File: config.mk
export PLATFORM = sky130hd
export DESIGN_NAME = source_text_tokenizer_core
export DESIGN_NICKNAME = d
export VERILOG_FILES = /design/src/stt_pkg.sv /design/src/source_text_tokenizer_core.sv
export SDC_FILE = /design/constraint.sdc
export NUM_CORES = 1
export LEC_CHECK = 0
export BUFFER_PORTS_ARGS = -buffer_cell sky130_fd_sc_hd__buf_2
export CAP_MARGIN = 20
export CORE_MARGIN = 10
export CORE_UTILIZATION = 30
export DETAILED_ROUTE_END_ITERATION = 8
export PLACE_DENSITY = 0.54
export SLEW_MARGIN = 0
export SYNTH_ARGS = -nofsm -noshare
export SYNTH_HDL_FRONTEND = slang
export SYNTH_SLANG_ARGS = --single-unit
export TNS_END_PERCENT = 5
File: constraint.sdc
create_clock -name i_clk -period 6.17 [get_ports i_clk]
set_clock_uncertainty 0.05 [all_clocks]
set_input_delay 0.617 -clock i_clk [delete_from_list [all_inputs] [get_ports i_clk]]
set_output_delay 0.617 -clock i_clk [all_outputs]
set_load 0.05 [all_outputs]
File: src/stt_pkg.sv
// Shared types, token kinds and keyword tables of the source text tokenizer.
package stt_pkg;

    // Scan mode: what kind of token is being held open.
    typedef enum logic [11:0] {
        M_IDLE    = 12'b0000_0000_0001,
        M_STAR    = 12'b0000_0000_0010,
        M_GREATER = 12'b0000_0000_0100,
        M_LESS    = 12'b0000_0000_1000,
        M_EQUAL   = 12'b0000_0001_0000,
        M_AMP     = 12'b0000_0010_0000,
        M_PIPE    = 12'b0000_0100_0000,
        M_BANG    = 12'b0000_1000_0000,
        M_INT     = 12'b0001_0000_0000,
        M_DEC     = 12'b0010_0000_0000,
        M_IDENT   = 12'b0100_0000_0000,
        M_STRING  = 12'b1000_0000_0000
    } t_mode;

    typedef logic [5:0] t_kind;

    // Token kinds
    localparam t_kind K_LPAREN   = 6'd0;
    localparam t_kind K_RPAREN   = 6'd1;
    localparam t_kind K_LBRACKET = 6'd2;
    localparam t_kind K_RBRACKET = 6'd3;
    localparam t_kind K_LBRACE   = 6'd4;
    localparam t_kind K_RBRACE   = 6'd5;
    localparam t_kind K_SEMI     = 6'd6;
    localparam t_kind K_COLON    = 6'd7;
    localparam t_kind K_DOT      = 6'd8;
    localparam t_kind K_COMMA    = 6'd9;
    localparam t_kind K_PLUS     = 6'd10;
    localparam t_kind K_MINUS    = 6'd11;
    localparam t_kind K_STAR     = 6'd12;
    localparam t_kind K_POW      = 6'd13;
    localparam t_kind K_SLASH    = 6'd14;
    localparam t_kind K_GT       = 6'd15;
    localparam t_kind K_SHR      = 6'd16;
    localparam t_kind K_GE       = 6'd17;
    localparam t_kind K_LT       = 6'd18;
    localparam t_kind K_SHL      = 6'd19;
    localparam t_kind K_LE       = 6'd20;
    localparam t_kind K_ASSIGN   = 6'd21;
    localparam t_kind K_EQ       = 6'd22;
    localparam t_kind K_AMP      = 6'd23;
    localparam t_kind K_LAND     = 6'd24;
    localparam t_kind K_PIPE     = 6'd25;
    localparam t_kind K_LOR      = 6'd26;
    localparam t_kind K_TILDE    = 6'd27;
    localparam t_kind K_BANG     = 6'd28;
    localparam t_kind K_NE       = 6'd29;
    localparam t_kind K_CARET    = 6'd30;
    localparam t_kind K_STRING   = 6'd31;
    localparam t_kind K_INTEGER  = 6'd32;
    localparam t_kind K_DECIMAL  = 6'd33;
    localparam t_kind K_IDENT    = 6'd34;
    localparam t_kind K_LET      = 6'd35;  // first of the ten keywords
    localparam t_kind K_ERROR    = 6'd45;
    localparam t_kind K_END      = 6'd46;

    localparam int NUM_KW = 10;

    // Keywords, left-justified in 8 bytes
    localparam logic [63:0] KW_WORD [NUM_KW] = '{
        {"let", 40'd0}, {"return", 16'd0}, {"function"}, {"if", 48'd0},
        {"else", 32'd0}, {"while", 24'd0}, {"for", 40'd0}, {"in", 48'd0},
        {"continue"}, {"break", 24'd0}
    };
    localparam logic [3:0] KW_LEN [NUM_KW] = '{
        4'd3, 4'd6, 4'd8, 4'd2, 4'd4, 4'd5, 4'd3, 4'd2, 4'd8, 4'd5
    };

    // One result token
    typedef struct packed {
        logic        last;
        logic [15:0] line;
        logic [15:0] length;
        logic [15:0] start;
        t_kind       kind;
    } t_token;

    // Byte j of keyword k
    function automatic logic [7:0] kw_byte(input logic [63:0] word, input logic [2:0] j);
        kw_byte = word[{~j, 3'b000} +: 8];
    endfunction

endpackage

File: src/source_text_tokenizer_core.sv
// Streaming lexical scanner: source bytes in, tokens out.
// A token caused by a byte is written into the result queue when the byte is accepted;
// bytes are taken one per cycle while no more than two tokens wait in the 4-entry result
// queue. A byte that yields two tokens writes both into the queue together.
// Reset (synchronous, active low) returns the scanner to idle, offset 0, line 1, and
// empties the result queue.
module source_text_tokenizer_core #(
    parameter int OFFSET_BITS = 16
) (
    input  logic        i_clk,
    input  logic        i_rst_n,
    input  logic        s_axis_tvalid,
    output logic        s_axis_tready,
    input  logic [7:0]  s_axis_tdata,   // [7:0] ch
    output logic        m_axis_tvalid,
    input  logic        m_axis_tready,
    output logic [55:0] m_axis_tdata,   // [5:0] token_kind, [21:6] token_start,
                                        // [37:22] token_length, [53:38] line_number
    output logic        m_axis_tlast    // last
);

    localparam int LW = (OFFSET_BITS > 16) ? OFFSET_BITS : 16;
    localparam logic [LW-1:0] LEN_MAX = LW'(16'hFFFF);
    localparam logic [7:0] CH_CR = 8'h0D;

    // Scanner state
    stt_pkg::t_mode         r_mode, n_mode;
    logic [OFFSET_BITS-1:0] r_pos, n_pos;
    logic [OFFSET_BITS-1:0] r_begin, n_begin;
    logic [15:0]            r_line, n_line;
    logic [9:0]             r_cand, n_cand;

    // Result queue
    stt_pkg::t_token r_fifo [4];
    logic [1:0]      r_wr, r_rd;
    logic [2:0]      r_count, n_count;

    logic            in_acc, out_acc;
    logic [7:0]      c;
    logic            pos_sat;
    logic [OFFSET_BITS-1:0] end_incl;
    logic            v1, v1b, v2, consumed, ended;
    stt_pkg::t_token t1, t1b, t2, slot0, slot1;
    logic [1:0]      wcnt;

    // Token fields from kind, start and one-past-end offset
    function automatic stt_pkg::t_token make_tok(input stt_pkg::t_kind kind,
                                                 input logic [OFFSET_BITS-1:0] start,
                                                 input logic [OFFSET_BITS-1:0] fin,
                                                 input logic [15:0] line);
        logic [LW-1:0] len_ext;
        logic [LW-1:0] start_ext;
        len_ext   = LW'(fin - start);
        start_ext = LW'(start);
        make_tok.kind   = kind;
        make_tok.start  = start_ext[15:0];
        make_tok.length = (len_ext > LEN_MAX) ? 16'hFFFF : len_ext[15:0];
        make_tok.line   = line;
        make_tok.last   = 1'b0;
    endfunction

    // Drop keywords that the byte at offset idx of the identifier no longer matches
    function automatic logic [9:0] filt(input logic [9:0] cand,
                                        input logic [OFFSET_BITS-1:0] idx,
                                        input logic [7:0] ch, input logic sat);
        logic near;
        near = (idx < OFFSET_BITS'(8));
        filt = cand;
        for (int i = 0; i < stt_pkg::NUM_KW; i++) begin
            if (sat || !near || ({1'b0, idx[2:0]} >= stt_pkg::KW_LEN[i]) ||
                (stt_pkg::kw_byte(stt_pkg::KW_WORD[i], idx[2:0]) != ch))
                filt[i] = 1'b0;
        end
    endfunction

    function automatic logic is_digit(input logic [7:0] ch);
        is_digit = (ch >= "0") && (ch <= "9");
    endfunction

    function automatic logic is_alpha(input logic [7:0] ch);
        is_alpha = ((ch >= "A") && (ch <= "Z")) || ((ch >= "a") && (ch <= "z")) ||
                   (ch == "_");
    endfunction

    assign in_acc        = s_axis_tvalid && s_axis_tready;
    assign out_acc       = m_axis_tvalid && m_axis_tready;
    assign s_axis_tready = (r_count < 3'd3);
    assign c             = s_axis_tdata;
    assign pos_sat       = &r_pos;
    assign end_incl      = pos_sat ? r_pos : r_pos + OFFSET_BITS'(1);

    // Scan step: close the held token, then treat the byte from idle if it is left over
    always_comb begin
        logic [7:0]            sec, sec_b;
        logic                  has_b, op_mode;
        stt_pkg::t_kind        k2, k2b, k1, ik;
        logic [OFFSET_BITS-1:0] ilen;

        n_mode   = r_mode;
        n_pos    = r_pos;
        n_begin  = r_begin;
        n_line   = r_line;
        n_cand   = r_cand;
        v1       = 1'b0;
        v1b      = 1'b0;
        v2       = 1'b0;
        t1       = '0;
        t1b      = '0;
        t2       = '0;
        consumed = 1'b0;
        ended    = 1'b0;
        sec      = 8'd0;
        sec_b    = 8'd0;
        has_b    = 1'b0;
        op_mode  = 1'b0;
        k2       = stt_pkg::K_ERROR;
        k2b      = stt_pkg::K_ERROR;
        k1       = stt_pkg::K_ERROR;

        // keyword lookup for a finished identifier
        ilen = r_pos - r_begin;
        ik   = stt_pkg::K_IDENT;
        for (int i = stt_pkg::NUM_KW - 1; i >= 0; i--) begin
            if (r_cand[i] && (ilen == OFFSET_BITS'(stt_pkg::KW_LEN[i])))
                ik = stt_pkg::K_LET + 6'(i);
        end

        // held token
        case (r_mode)
            stt_pkg::M_IDLE: begin
            end
            stt_pkg::M_STAR: begin
                op_mode = 1'b1; sec = "*"; k2 = stt_pkg::K_POW; k1 = stt_pkg::K_STAR;
            end
            stt_pkg::M_GREATER: begin
                op_mode = 1'b1; sec = ">"; k2 = stt_pkg::K_SHR; k1 = stt_pkg::K_GT;
                has_b = 1'b1; sec_b = "="; k2b = stt_pkg::K_GE;
            end
            stt_pkg::M_LESS: begin
                op_mode = 1'b1; sec = "<"; k2 = stt_pkg::K_SHL; k1 = stt_pkg::K_LT;
                has_b = 1'b1; sec_b = "="; k2b = stt_pkg::K_LE;
            end
            stt_pkg::M_EQUAL: begin
                op_mode = 1'b1; sec = "="; k2 = stt_pkg::K_EQ; k1 = stt_pkg::K_ASSIGN;
            end
            stt_pkg::M_AMP: begin
                op_mode = 1'b1; sec = "&"; k2 = stt_pkg::K_LAND; k1 = stt_pkg::K_AMP;
            end
            stt_pkg::M_PIPE: begin
                op_mode = 1'b1; sec = "|"; k2 = stt_pkg::K_LOR; k1 = stt_pkg::K_PIPE;
            end
            stt_pkg::M_BANG: begin
                op_mode = 1'b1; sec = "="; k2 = stt_pkg::K_NE; k1 = stt_pkg::K_BANG;
            end
            stt_pkg::M_INT: begin
                if (is_digit(c)) begin
                    consumed = 1'b1;
                end else if (c == ".") begin
                    n_mode   = stt_pkg::M_DEC;
                    consumed = 1'b1;
                end else begin
                    v1     = 1'b1;
                    t1     = make_tok(stt_pkg::K_INTEGER, r_begin, r_pos, r_line);
                    n_mode = stt_pkg::M_IDLE;
                end
            end
            stt_pkg::M_DEC: begin
                if (is_digit(c)) begin
                    consumed = 1'b1;
                end else begin
                    v1     = 1'b1;
                    t1     = make_tok(stt_pkg::K_DECIMAL, r_begin, r_pos, r_line);
                    n_mode = stt_pkg::M_IDLE;
                end
            end
            stt_pkg::M_IDENT: begin
                if (is_alpha(c) || is_digit(c)) begin
                    n_cand   = filt(r_cand, r_pos - r_begin, c, pos_sat);
                    consumed = 1'b1;
                end else begin
                    v1     = 1'b1;
                    t1     = make_tok(ik, r_begin, r_pos, r_line);
                    n_cand = '1;
                    n_mode = stt_pkg::M_IDLE;
                end
            end
            stt_pkg::M_STRING: begin
                consumed = 1'b1;
                if (c == "\"") begin
                    v1     = 1'b1;
                    t1     = make_tok(stt_pkg::K_STRING, r_begin, end_incl, r_line);
                    n_mode = stt_pkg::M_IDLE;
                end else if (c == 8'd0) begin
                    // unterminated string: error, then end of source
                    v1    = 1'b1;
                    t1    = make_tok(stt_pkg::K_ERROR, r_begin, r_pos, r_line);
                    v1b   = 1'b1;
                    t1b   = make_tok(stt_pkg::K_END, r_pos, end_incl, r_line);
                    ended = 1'b1;
                end
            end
            default: begin
                n_mode = stt_pkg::M_IDLE;
            end
        endcase

        // operator that may take a second byte
        if (op_mode) begin
            n_mode = stt_pkg::M_IDLE;
            v1     = 1'b1;
            if (c == sec) begin
                t1       = make_tok(k2, r_begin, end_incl, r_line);
                consumed = 1'b1;
            end else if (has_b && (c == sec_b)) begin
                t1       = make_tok(k2b, r_begin, end_incl, r_line);
                consumed = 1'b1;
            end else begin
                t1 = make_tok(k1, r_begin, r_pos, r_line);
            end
        end

        // byte seen with nothing held
        if (!consumed) begin
            case (c)
                " ", "\t", CH_CR, "\n": begin
                end
                8'd0: begin
                    v2    = 1'b1;
                    t2    = make_tok(stt_pkg::K_END, r_pos, end_incl, r_line);
                    ended = 1'b1;
                end
                "*": begin n_mode = stt_pkg::M_STAR;    n_begin = r_pos; end
                ">": begin n_mode = stt_pkg::M_GREATER; n_begin = r_pos; end
                "<": begin n_mode = stt_pkg::M_LESS;    n_begin = r_pos; end
                "=": begin n_mode = stt_pkg::M_EQUAL;   n_begin = r_pos; end
                "&": begin n_mode = stt_pkg::M_AMP;     n_begin = r_pos; end
                "|": begin n_mode = stt_pkg::M_PIPE;    n_begin = r_pos; end
                "!": begin n_mode = stt_pkg::M_BANG;    n_begin = r_pos; end
                "\"": begin n_mode = stt_pkg::M_STRING; n_begin = r_pos; end
                "(": begin v2 = 1'b1; t2 = make_tok(stt_pkg::K_LPAREN, r_pos, end_incl, r_line); end
                ")": begin v2 = 1'b1; t2 = make_tok(stt_pkg::K_RPAREN, r_pos, end_incl, r_line); end
                "[": begin v2 = 1'b1; t2 = make_tok(stt_pkg::K_LBRACKET, r_pos, end_incl, r_line); end
                "]": begin v2 = 1'b1; t2 = make_tok(stt_pkg::K_RBRACKET, r_pos, end_incl, r_line); end
                "{": begin v2 = 1'b1; t2 = make_tok(stt_pkg::K_LBRACE, r_pos, end_incl, r_line); end
                "}": begin v2 = 1'b1; t2 = make_tok(stt_pkg::K_RBRACE, r_pos, end_incl, r_line); end
                ";": begin v2 = 1'b1; t2 = make_tok(stt_pkg::K_SEMI, r_pos, end_incl, r_line); end
                ":": begin v2 = 1'b1; t2 = make_tok(stt_pkg::K_COLON, r_pos, end_incl, r_line); end
                ".": begin v2 = 1'b1; t2 = make_tok(stt_pkg::K_DOT, r_pos, end_incl, r_line); end
                ",": begin v2 = 1'b1; t2 = make_tok(stt_pkg::K_COMMA, r_pos, end_incl, r_line); end
                "+": begin v2 = 1'b1; t2 = make_tok(stt_pkg::K_PLUS, r_pos, end_incl, r_line); end
                "-": begin v2 = 1'b1; t2 = make_tok(stt_pkg::K_MINUS, r_pos, end_incl, r_line); end
                "/": begin v2 = 1'b1; t2 = make_tok(stt_pkg::K_SLASH, r_pos, end_incl, r_line); end
                "~": begin v2 = 1'b1; t2 = make_tok(stt_pkg::K_TILDE, r_pos, end_incl, r_line); end
                "^": begin v2 = 1'b1; t2 = make_tok(stt_pkg::K_CARET, r_pos, end_incl, r_line); end
                default: begin
                    if (is_digit(c)) begin
                        n_mode  = stt_pkg::M_INT;
                        n_begin = r_pos;
                    end else if (is_alpha(c)) begin
                        n_mode  = stt_pkg::M_IDENT;
                        n_begin = r_pos;
                        n_cand  = filt('1, '0, c, pos_sat);
                    end else begin
                        v2 = 1'b1;
                        t2 = make_tok(stt_pkg::K_ERROR, r_pos, end_incl, r_line);
                    end
                end
            endcase
        end

        // advance offset and line, or start over after the end token
        if (ended) begin
            n_mode  = stt_pkg::M_IDLE;
            n_pos   = '0;
            n_begin = '0;
            n_line  = 16'd1;
            n_cand  = '1;
        end else begin
            if ((c == "\n") && (r_line != 16'hFFFF))
                n_line = r_line + 16'd1;
            if (!pos_sat)
                n_pos = r_pos + OFFSET_BITS'(1);
        end
    end

    // Order the tokens of this byte and mark the final one
    always_comb begin
        slot0 = v1 ? t1 : t2;
        slot1 = v1b ? t1b : t2;
        wcnt  = 2'(v1) + 2'(v1b) + 2'(v2);
        if (wcnt == 2'd1)
            slot0.last = 1'b1;
        slot1.last = 1'b1;
    end

    assign n_count = r_count + (in_acc ? {1'b0, wcnt} : 3'd0) - 3'(out_acc);

    // Scanner state registers
    always_ff @(posedge i_clk) begin
        if (!i_rst_n) begin
            r_mode  <= stt_pkg::M_IDLE;
            r_pos   <= '0;
            r_begin <= '0;
            r_line  <= 16'd1;
            r_cand  <= '1;
        end else if (in_acc) begin
            r_mode  <= n_mode;
            r_pos   <= n_pos;
            r_begin <= n_begin;
            r_line  <= n_line;
            r_cand  <= n_cand;
        end
    end

    // Result queue pointers
    always_ff @(posedge i_clk) begin
        if (!i_rst_n) begin
            r_wr    <= '0;
            r_rd    <= '0;
            r_count <= '0;
        end else begin
            r_count <= n_count;
            if (in_acc)
                r_wr <= r_wr + wcnt;
            if (out_acc)
                r_rd <= r_rd + 2'd1;
        end
    end

    // Result queue storage
    always_ff @(posedge i_clk) begin
        if (in_acc && (wcnt != 2'd0))
            r_fifo[r_wr] <= slot0;
        if (in_acc && (wcnt == 2'd2))
            r_fifo[r_wr + 2'd1] <= slot1;
    end

    // Output side
    always_comb begin
        stt_pkg::t_token head;
        head          = r_fifo[r_rd];
        m_axis_tvalid = (r_count != 3'd0);
        m_axis_tdata  = {2'b00, head.line, head.length, head.start, head.kind};
        m_axis_tlast  = head.last;
    end

endmodule

Yosys cells after proc, flatten, opt, wreduce, memory -nomap -nowiden
Memory sizes are Yosys's and may differ from the RTL's. A register that Yosys moved wholly into a read port is not among the register bits.
Index checks and enable logic that the tools add are counted.
Widths: inputs -> output; s select.
- memories: 1
- RAM bits: 220
- word-level logic and storage cells: 300
- output and inout bits: 59
- register bits after elaboration: 77
- input port bits: 12
- reductions and logical operators: 64
- equality and inequality tests: 71
- magnitude comparators: 16
- $add $sub $neg: 12
- shift-type cells: 10
- multiplexer cells: 117
- bitwise operators: 1
- memories (memory ; words ; width ; rd ports ; clocked after Yosys merged registers in ; wr ports ; RTL line ; source):
    r_fifo ; 4 ; 55 ; 1 ; 1 ; 2 ; source_text_tokenizer_core.sv:34 ; stt_pkg::t_token r_fifo [4];
- operators with widths (operator ; count):
    $pmux 54 s17 ; 1
    $mux 54 ; 14
    $shiftx 64x7->8 const A ; 10
    $pmux 54 s4 ; 1
    $mux 16 ; 11
    $eq 8x6->1 const B ; 17
    $mux 12 ; 9
    $pmux 12 s9 ; 1
    $pmux 6 s7 ; 2
    $mux 10 ; 8
    $ne 8x8->1 ; 10
    $mux 38 ; 2
    $eq 8x7->1 const B ; 8
    $ne 7x8->1 const A ; 8
    $pmux 12 s5 ; 1
    $mux 55 ; 1
    $eq 16x3->1 const B ; 3
    $gt 16x16->1 const B ; 3
    $sub 16x16->16 ; 3
    $mux 1 ; 46
    $pmux 7 s6 ; 1
    $mux 4 ; 10
    $add 16x1->16 const B ; 2
    $eq 16x2->1 const B ; 2
    other kinds (57) ; 117

Longest topological paths before layout
- depth after elaboration: 18
- depth in mapped cells: 21
- mapped depth without buffers: 18

Least setup slack after synthesis
No wires, ideal clock.
- kind: input-to-reg
- start point: input s_axis_tdata[1]
- end point: memory r_fifo[1][0] (netlist name) (enable)
- data arrival time: 4.829 ns
- slack: 0.877 ns
- required time: 5.706 ns
- cell stages on the path: 12
- setup time: 0.414 ns
- path buffers: 2
- cell sequence: clkbuf_1 or4_1 o21ai_0 o21ai_1 a211o_1 nor3_2 buf_2 inv_1 fa_1 nor2_1 nand3_1 nand2_1
- RTL lines (element ; RTL line ; source):
    start: declaration ; source_text_tokenizer_core.sv:14 ; input logic [7:0] s_axis_tdata,
    end: declaration ; source_text_tokenizer_core.sv:34 ;

==> out/results.tsv <==
metric	value	unit
design.die.area	0.07327	mm²
fin_nets	2018	
cp_max_fo	8	
hold_path_class	reg2reg	
critPathLaunchType	flop	
synth_top_family_by_area	compound AO/OA/AOI/OAI gates	
ys_warn_count	0	
leakagePower	7.444	nW
drt_wl_total	64.68	mm
drt_first_pass_iters	6	
port_buffers	68	
cts_tree	yes	
worst_pin_slew	1.122	ns
finalSetupViolCount	0	
worst_setup_path_end_kind	flop	
drt_iter0_drc	1886	
grt_usage	16.96	%
worstSkewPairLatency	0.55	ns
synth-main-ff-cell	edfxtp_1	
die_h	270.7	µm
avgSynthCellArea	9.886	µm²
hold_slack	0.4219	ns
root_buffer	clkbuf_16	
critical_path_arrival	5.87	ns
cts_inserted_buffers	34	
maxCapViolCount	0	
postCtsSetupRepairBufs	0	
synth_xor_area_share	4.506	%
post-route-min-period	5.650	ns
fp.dieW	270.7	µm
place_congestion	0.9434	
rsz0062_at_grt	no	
vias	16000	
fin_setup_tns	0	ns
drive_above_1_share	14.44	%
yosysSeqAreaShare	43.22	%
synthCells	1907	
required	6.39	ns
period_share	91.58	%
rows	91	
gr-total-overflow	0	
synth_cell_type_count	99	
core_area	0.06194	mm²
synth-edff-count	216	
ant_nets	0	
post_cts_resized	0	
io_pins	71	
fmax	177.0	MHz
max_slew_margin	24.85	%
synth_area	0.01885	mm²
cts_sinks	299	
synthSimpleGateAreaFrac	17.69	%
htreeDepth	2	
grt_pass1_wl	98.46	mm
synth_seq_cells	299	
status	completed	
synth_fa_ha_area_share	4.513	%
area_delta_synth_final	14.16	%
start_util	30.44	%
vdd_ir_drop_max	0.0001673	V
grt_pass1_vias	15700	
synth_mux_area_share	6.789	%
ys_async_sr_fraction	0	%
clk_path_buf_depth	3	
grt_max_degree	57	
cts_hold_buffers	0	
clk_pin_slew	0.06	ns
hold_violations	0	
path_class	reg2reg	
vias_per_cell	5.702	
detail_route.wl_per_cell	23.06	µm
antenna_found_initial	2	
power_density	328.9	mW/mm²
slew_violations	0	
n_fill_cell	6294	
dpl.hpwl	45.40	mm
synth-compound-area-share	19.20	%
totalPowerFinal	7.078	mW
drc	0	
[logic make-up after synthesis]
logic type,Yosys count
other,1
adder cells (fa/ha/maj),65
buffers and inverters,194
AND/OR/NAND/NOR,635
multiplexers,59
XOR/XNOR,97
flip-flops,299
AO/OA/AOI/OAI,557
[cells in the mapped netlist (all sizes together) (6+ instances only)]
library cell  count  area, µm²
xnor2            59      516.8
o21ai           124      631.9
nor2b            35      219.0
nor2            117      439.2
a211oi            8      65.06
a21boi           26      195.2
o21a             16      120.1
nor3b             6      50.05
mux4             55       1239
xor2             38      332.8
nor3             45      235.2
a31oi            16      100.1
nand3            67      335.3
o211ai           10      75.07
nor4b            10      100.1
inv              60      225.2
edfxtp          216       6486
or4               8      60.06
a21o             14      106.4
o22ai           111      694.4
buf              37      177.7
dfxtp            83       1662
and3             16      105.1
and2             80      500.5
a211o             6      52.55
or3              17      106.4
a21oi           106      530.5
o2bb2ai           6      52.55
nor4             14      108.9
a22oi            26      195.2
o21bai            8      60.06
nand2b           16      100.1
o31ai            10      75.07
clkbuf           93      349.1
nand4            27      168.9
nand2           150      565.6
o2111ai           7      67.56
or2               8      50.05
a22o              8      70.07
ha               60      750.7
[layer usage]
metal / vias up / global-route usage [%] / wire, µm / share of wire (%)
met2: 622 / 28.02 / 30370 / 47
li1: 7326 / - / - / -
met5: - / 0 / 13 / 0.020
met1: 7951 / 22.96 / 28740 / 44
met4: 2 / 4.513 / 1319 / 2.0
met3: 94 / 2.276 / 4246 / 6.6
[final cells by class]
| type | count | area (µm²) | area share, % |
|---|---|---|---|
| Antenna cell | 1 | 2.502 | 0.01163 |
| Clock buffer | 41 | 928.4 | 4.314 |
| Clock inverter | 21 | 305.3 | 1.419 |
| Inverter | 64 | 240.2 | 1.116 |
| Multi-Input combinational cell | 1415 | 10000 | 46.46 |
| Sequential cell | 299 | 8153 | 37.88 |
| Tap cell | 837 | 1047 | 4.866 |
| Timing Repair Buffer | 127 | 845.8 | 3.930 |
[registers in the layout (all words and copies together), names as in the netlist, named ones only]
register	cells
r_wr	2
r_begin	16
r_mode	12
r_count	3
r_fifo	220
r_cand	10
r_rd	2
r_line	16
r_pos	16
[per-stage QoR]
step                      setup WS, ns  util (%)  instances  cell area, µm²
after floorplan                 0.8766         -       1908           18860
after global placement          0.7083     32.75       2742           20290
after detailed placement        0.5801     32.75       2742           20290
after CTS                       0.7663     34.74       2804           21520
after global routing            0.2339     34.75       2805           21520
final                           0.5195     34.75       2805           21520
[where the power goes]
part	switching [mW]	internal, mW
clock network	0.891	1.34
logic	1.64	0.780
registers	0.131	2.29
total	2.66	4.41
[worst max-delay path, cell delays in order (launching register included)]
cell and delay [ns]:
dfxtp_1 0.55, ha_1 0.34, nand3_1 0.13, nor4_1 0.29, buf_4 0.22, nand3_1 0.16
buf_4 0.26, nand2b_1 0.38, xnor2_1 0.17, ha_1 0.36, o21ai_0 0.10, a21oi_1 0.19
nor3_1 0.12, nor4_1 0.47, nor3_1 0.18, o31ai_1 0.43, o41ai_1 0.13, xor2_1 0.47
o21bai_1 0.20, o31ai_1 0.14
[cells in the final DEF (no fill, tap or decap), types with 67 or more instances in the layout]
master	synthesis	routed
edfxtp_1	216	216
nand3_1	67	67
dfxtp_1	83	81
o22ai_1	111	111
a21oi_1	106	106
buf_2	16	68
and2_1	79	79
nor2_1	117	116
o21ai_0	105	105
nand2_1	149	145
[final timing paths]
check                start  cells after the start             to  slack [ns]
min          r_fifo[3][54]                      1  r_fifo[3][54]        0.42
min reg2reg  r_fifo[3][54]                      1  r_fifo[3][54]        0.42
max               r_pos[1]                     19  r_fifo[0][37]        0.52
max reg2reg       r_pos[1]                     19  r_fifo[0][37]        0.52
(Power assumes the default switching activity.)
